File: src/rtl/core/arp_pkg.sv
// shared types and constants for the point rotation and plot block
// no dependencies
package arp_pkg;

   localparam int COORD_W = 16;
   localparam int CFG_W   = 16;

   // register indexes on the csr port
   localparam int CSR_IDX_W = 3;
   localparam logic [CSR_IDX_W-1:0] CSR_AXIS_X    = 3'd0;
   localparam logic [CSR_IDX_W-1:0] CSR_AXIS_Y    = 3'd1;
   localparam logic [CSR_IDX_W-1:0] CSR_AXIS_Z    = 3'd2;
   localparam logic [CSR_IDX_W-1:0] CSR_COS_ANGLE = 3'd3;
   localparam logic [CSR_IDX_W-1:0] CSR_SIN_ANGLE = 3'd4;

   // pipeline depth: five datapath stages plus the output register
   localparam int PIPE_DEPTH = 6;

   // rotation datapath widths
   localparam int PROD_W  = 32;
   localparam int DOT_W   = 34;
   localparam int CROSS_W = 33;
   localparam int ND_W    = 50;
   localparam int T2_W    = 49;
   localparam int OMC_W   = 18;
   localparam int T3_W    = 68;
   localparam int SUM_W   = 52;
   localparam int RND_W   = 22;

   localparam int ONE_Q15     = 32768;
   localparam int T1_SHIFT    = 15;
   localparam int T3_SHIFT    = 15;
   localparam int ROUND_SHIFT = 30;
   localparam int ROUND_BIAS  = 1 << (ROUND_SHIFT - 1);
   localparam int COORD_MAX   = 32767;
   localparam int COORD_MIN   = -32768;

   // screen geometry
   localparam int WORDS_PER_LINE  = 50;
   localparam int SCREEN_LINES    = 600;
   localparam int PIXELS_PER_WORD = 16;
   localparam int PIX_SHIFT       = 4;
   localparam int SCREEN_WIDTH    = PIXELS_PER_WORD * WORDS_PER_LINE;
   localparam int X_OFFSET        = 400;
   localparam int Y_OFFSET        = 300;

   // projection widths and scale
   localparam int PROJ_W      = 18;
   localparam int SCR_W       = 14;
   localparam int X_DIV_SHIFT = 9;
   localparam int Y_DIV_SHIFT = 7;
   localparam int X_BIAS      = (1 << X_DIV_SHIFT) - 1;
   localparam int Y_BIAS      = (1 << Y_DIV_SHIFT) - 1;
   localparam int WORD_FULL_W = 24;
   localparam int WORD_W      = 15;
   localparam int MASK_W      = 16;
   localparam logic [MASK_W-1:0] MASK_MSB = 16'h8000;

   typedef struct packed {
      logic signed [COORD_W-1:0] point_x;
      logic signed [COORD_W-1:0] point_y;
      logic signed [COORD_W-1:0] point_z;
   } arp_req_type;

   typedef struct packed {
      logic signed [COORD_W-1:0] rotated_x;
      logic signed [COORD_W-1:0] rotated_y;
      logic signed [COORD_W-1:0] rotated_z;
      logic        [WORD_W-1:0]  pixel_word;
      logic        [MASK_W-1:0]  pixel_mask;
      logic                      on_screen;
   } arp_rsp_type;

   typedef struct packed {
      logic signed [CFG_W-1:0] axis_x;
      logic signed [CFG_W-1:0] axis_y;
      logic signed [CFG_W-1:0] axis_z;
      logic signed [CFG_W-1:0] cos_angle;
      logic signed [CFG_W-1:0] sin_angle;
   } arp_cfg_type;

   typedef struct packed {
      logic signed [COORD_W-1:0] x;
      logic signed [COORD_W-1:0] y;
      logic signed [COORD_W-1:0] z;
   } arp_vec_type;

   typedef struct packed {
      logic [WORD_W-1:0] pixel_word;
      logic [MASK_W-1:0] pixel_mask;
      logic              on_screen;
   } arp_pix_type;

   // stage load strobes for the rotation datapath
   typedef struct packed {
      logic s1;
      logic s2;
      logic s3;
      logic s4;
      logic s5;
   } arp_adv_type;

   localparam arp_cfg_type CFG_RESET = '{
      axis_x:    16'sd10922,
      axis_y:    16'sd21845,
      axis_z:    16'sd21845,
      cos_angle: 16'sd32766,
      sin_angle: 16'sd328
   };

endpackage

File: src/rtl/core/arp_project.sv
// screen projection of a rotated point: word index, bit mask, on-screen flag
// depends on arp_pkg; pure logic, registered by the top level
module arp_project (
   input  arp_pkg::arp_vec_type rot,
   output arp_pkg::arp_pix_type pix
);
   import arp_pkg::*;

   logic signed [PROJ_W-1:0] x3, xb, xs, qx;
   logic signed [PROJ_W-1:0] y1, yb, ys, qy;
   logic signed [SCR_W-1:0]  px, py;
   logic [WORD_FULL_W-1:0]   word_full;
   logic                     on;

   always_comb begin
      // 1.5 * x in real units is 3x / 512, truncated toward zero
      x3 = (PROJ_W'(rot.x) <<< 1) + PROJ_W'(rot.x);
      xb = x3[PROJ_W-1] ? PROJ_W'(X_BIAS) : PROJ_W'(0);
      xs = x3 + xb;
      qx = xs >>> X_DIV_SHIFT;
      // 2 * y in real units is y / 128
      y1 = PROJ_W'(rot.y);
      yb = y1[PROJ_W-1] ? PROJ_W'(Y_BIAS) : PROJ_W'(0);
      ys = y1 + yb;
      qy = ys >>> Y_DIV_SHIFT;

      px = SCR_W'(qx) + SCR_W'(X_OFFSET);
      py = SCR_W'(qy) + SCR_W'(Y_OFFSET);

      on = !px[SCR_W-1] && (int'(px) < SCREEN_WIDTH) &&
           !py[SCR_W-1] && (int'(py) < SCREEN_LINES);

      word_full = WORD_FULL_W'(px[SCR_W-2:PIX_SHIFT])
                + WORD_FULL_W'(py[SCR_W-2:0]) * WORD_FULL_W'(WORDS_PER_LINE);

      pix.on_screen  = on;
      pix.pixel_word = on ? word_full[WORD_W-1:0] : '0;
      pix.pixel_mask = on ? (MASK_MSB >> px[PIX_SHIFT-1:0]) : '0;
   end

endmodule

File: config.mk
export PLATFORM = sky130hd
export DESIGN_NAME = arp_project
export DESIGN_NICKNAME = d
export VERILOG_FILES = /design/src/rtl/core/arp_pkg.sv /design/src/rtl/core/arp_project.sv
export SDC_FILE = /design/constraint.sdc
export NUM_CORES = 1
export LEC_CHECK = 0
export ABC_CLOCK_PERIOD_IN_PS = 8180
export BUFFER_PORTS_ARGS = -buffer_cell sky130_fd_sc_hd__buf_2
export CAP_MARGIN = 10
export CORE_MARGIN = 2
export CORE_UTILIZATION = 49
export DETAILED_ROUTE_END_ITERATION = 10
export PLACE_DENSITY = 0.85
export SLEW_MARGIN = 20
export SYNTH_ARGS = -nofsm -noshare
export SYNTH_HDL_FRONTEND = slang
export SYNTH_SLANG_ARGS = --single-unit
File: constraint.sdc
create_clock -name vclk -period 8.18
set_input_delay 1.636 -clock vclk [all_inputs]
set_output_delay 1.636 -clock vclk [all_outputs]
set_load 0.005 [all_outputs]
# --- Word level (Yosys, flattened, before mapping) ---
# Cells that the tools add are included.
totals:
  ff_bits: 0
  in_bits: 48
classes:
  addsub: 6
  mul: 1
  n_lt_le_gt_ge: 2
  shift: 1
  mux: 4
  reduce_logical: 5
op_table:
  columns: ["operator", "n"]
  rows:
  - ["$lt 11x11->1 const B", 2]
  - ["$add 17x16->18", 1]
  - ["$add 18x10->18", 1]
  - ["$add 16x8->17", 1]
  - ["$mux 16", 1]
  - ["$shr 16x4->16 const A", 1]
  - ["$add 9x15->15", 1]
  - ["$mux 15", 1]
  - ["$mul 13x5->14 const B", 1]
  - ["$add 10x10->11 const B", 1]
  - ["$add 9x10->11 const B", 1]
  - ["$mux 9", 1]
  - ["$mux 7", 1]
  - ["$logic_and 1x1->1", 3]
  - ["$logic_not 1->1", 2]

# --- Depth between registers and ports, before layout ---
logic_depth:
  ltp_word: 9
  ltp_mapped: 28
  depth_no_buf: 28

# --- Worst setup path after synthesis ---
# Ideal clock, no wire load.
synth_path:
  path_type: "input to output"
  from: "in rot[32] (netlist bit)"
  to: "out pix[31] (netlist bit)"
  t_arrival_ns: 6.663
  path_slack_ns: -0.119
  stages: 27
  path_buffers: 0
  cell_sequence: "ha_1 > inv_1 > fa_1 > nand2b_1 > nand2b_1 > a21oi_1 > xnor2_1 > ha_1 > a21o_1 > a2111oi_0 > o21ai_0 > and2_1 > o31ai_2 > nor3_1 > xor2_1 > ha_1 > maj3_1 > nor2_1 > xnor2_1 > ha_1 > nand2_1 > o21ai_0 > nand3_1 > nor4bb_1 > xnor2_1 > xnor2_1 > nor3_1"
synth_rtl:
  columns: ["element", "line_no", "rtl"]
  rows:
  - ["start: declaration", "arp_project.sv:4", "input arp_pkg::arp_vec_type rot,"]
  - ["end: declaration", "arp_project.sv:5", "output arp_pkg::arp_pix_type pix"]

==> flow_summary.yaml <==
timing:
  fin_crit_sh_pct: 104
  fmax_mhz: 117
  hold_viol_final: 0
  fin_hold_ws_ns: 4.15
  tightest_slew_ns: 0.649
  rsz0062_at_grt: "true"
  fin_ws_ns: -0.363
  fin_crit_ns: 8.54
  finalSetupViolCount: 15
  slew_violations: 0
  slew_headroom_pct: 56.4
placement:
  dp_hpwl_um: 7010
  gp_congestion: 0.903
  place_ws_ns: -0.464
  portBuffers: 64
power:
  power_density_nw_per_um2: 308
  ir_worst_vdd_mv: 0.374
  switching_share_pct: 51.1
  leakage_uw: 0.00226
  p_clk_share_pct: 0
  p_seq_share_pct: 0
  p_comb_share_pct: 100.0
  p_total_uw: 1470
  internal-power_uw: 716
  p_sw_uw: 749
final_layout:
  nFlopsAndLatches: 0
  layout-drive-gt1-share_pct: 42.0
  regArea_um2: 0
  syn2layout_area_growth_pct: 50.2
  final_nets: 688
  num_antenna_cells: 0
  clock_buffers: 0
  final.fill_count: 390
worst_setup_path:
  endpoint_kind: "primary output"
  crit_fanout: 6
  crit_arrival_ns: 6.91
  setup.worst_path.end: "pix[31]"
  crit_path_start_kind: "input port"
  timing.critical_path.from: "rot[31]"
  cp_data_required_time_ns: 6.54
  criticalPathCategory: "input port to primary output"
global_routing:
  grt_max_degree: 33
  antenna_found_initial: 0
  track_usage_pct: 29.0
  grt_pass1_wl_um: 17600
  grt_pass1_vias: 3845
  gr-total-overflow: 0
floorplanning:
  die_w_um: 84.4
  die_area_um2: 7120
  initial_core_util_pct: 50.1
  io_pins: 80
  fp.dieH_um: 84.4
  rows: 29
  core_area_um2: 6310
min_path:
  hold_path.class: "input port to primary output"
drt:
  vias_per_cell: 6.55
  vias: 4184
  drc: 0
  firstDrtPassIters: 5
  drtAntennaViolNets: 0
  wl_per_cell_um: 21.0
  first_iter_violations: 345
  finalWirelength_um: 13400
logic_synthesis:
  ys_types: 63
  synth_top_area_share_pct: 26.1
  syn_area_per_cell_um2: 7.50
  synth_largest_area_cell: "ha_1"
  yosys_warnings: 0
  netlist_top_cells_area: "ha_1 26%, xnor2_1 9.4%, fa_1 6.3%"
  seq_area_frac_synth_pct: 0
  synth_cells: 422
  synth_area_um2: 3160
flow_run:
  max-cap-violations: 0
outcome:
  status: "complete, but fails checks"
  violations: "setup timing"
clocking:
  postCtsHoldBufs: 0
-- metal layers --
metal	wire length, um	track usage [%]	vias up
met5	0	0	-
met4	1160	10.1	0
met3	1080	2.75	133
met2	6380	55.6	352
met1	4830	33.1	1907
li1	-	-	1792
-- cell usage after synthesis, types with 2 or more instances --
cell type  count
xor2_1        20
xnor2_1       34
nand2_1       25
and2_1         4
nand3b_1       2
nand4_1        2
buf_6          2
nor2_1        23
o21bai_1       5
and4_1         2
o211ai_1       5
a21oi_1       24
nor4_1        13
fa_1          10
inv_1         52
o21ai_0       14
a21o_1         7
a31o_2         2
a211oi_1       2
nor2b_1        5
o2111ai_1      2
nor3_1        24
clkbuf_1       5
a221oi_1       2
or3_1          3
ha_1          66
nand3_1       19
o21a_1         6
nor3b_1        5
nand2b_1       3
and3_1         2
-- how the worst min path moves through the flow --
stage | startpoint | end | slack [ns] | cells after the start
floorplan | rot[47] | pix[16] | 3.62 | 3
global placement | rot[23] | pix[18] | 4.03 | 5
detailed placement | rot[23] | pix[18] | 4.04 | 5
CTS | rot[23] | pix[18] | 4.05 | 5
global route | rot[23] | pix[18] | 4.16 | 5
finish | rot[23] | pix[18] | 4.15 | 5
-- stage by stage --
stage	cells	utilization (%)	instance area [um^2]	TNS [ns]
after floorplan	425	-	3180	0
after global placement	607	62.1	3920	-0.446
after detailed placement	607	62.1	3920	-1.48
after CTS	628	68.5	4330	-0.215
after global routing	639	75.3	4750	-4.87
final	639	75.3	4750	-2.07
-- power groups by stage --
| stage | Sequential, uW | Clock [uW] | Combinational, uW |
|---|---|---|---|
| detailed placement | 0 | 0 | 1020 |
| global route | 0 | 0 | 1550 |
| CTS | 0 | 0 | 1160 |
| global placement | 0 | 0 | 970 |
| floorplan | 0 | 0 | 610 |
| finish | 0 | 0 | 1470 |
-- cell families after synthesis --
family / share of synthesized area, %
AOI/OAI and AO/OA: 20.2
other: 0.119
buffers and inverters: 7.87
adders and majority gates: 32.7
and+or+nand+nor: 23.3
muxes: 0.316
xor gates and xnor gates: 15.5
-- cells in the final DEF, fill, tap and decap left out, drive strengths merged, types with 19 or more instances in the layout --
cell type,synthesis,final
buf,4,146
ha,66,66
inv,52,52
xnor2,35,35
nand2,26,26
a21oi,24,24
nor3,24,24
nor2,23,23
xor2,20,20
nand3,19,19
-- worst max-delay path, stage by stage --
cell	delay (ns)
buf_12	0.12
ha_4	0.27
nand3_4	0.07
a221oi_4	0.32
o21ai_2	0.10
nand2_2	0.13
nand2_2	0.08
xor2_2	0.16
ha_2	0.23
xor2_2	0.17
xnor2_2	0.26
ha_1	0.28
ha_1	0.27
inv_1	0.06
fa_1	0.52
inv_1	0.08
ha_4	0.30
buf_4	0.14
nand3_2	0.07
o211ai_1	0.31
nor3_2	0.09
o21bai_1	0.29
xnor2_2	0.13
nor4bb_4	0.29
xnor2_1	0.17
xnor2_1	0.08
nor3_1	0.12
buf_2	0.14
-- final cells by class --
type / instances / area [um^2] / share of cell area [%]
Multi-Input combinational cell: 364 / 3470 / 73.1
Timing Repair Buffer: 146 / 988 / 20.8
Inverter: 52 / 195 / 4.11
Tap cell: 77 / 96.3 / 2.03
-- repair_timing --
action                     4_1_cts  5_1_grt
resized for setup               47       62
hold endpoints to repair         0        0
pin swaps                       32       61
setup buffers                   21       13
setup endpoints to repair        8       27
Power figures use the tool's default switching activity.
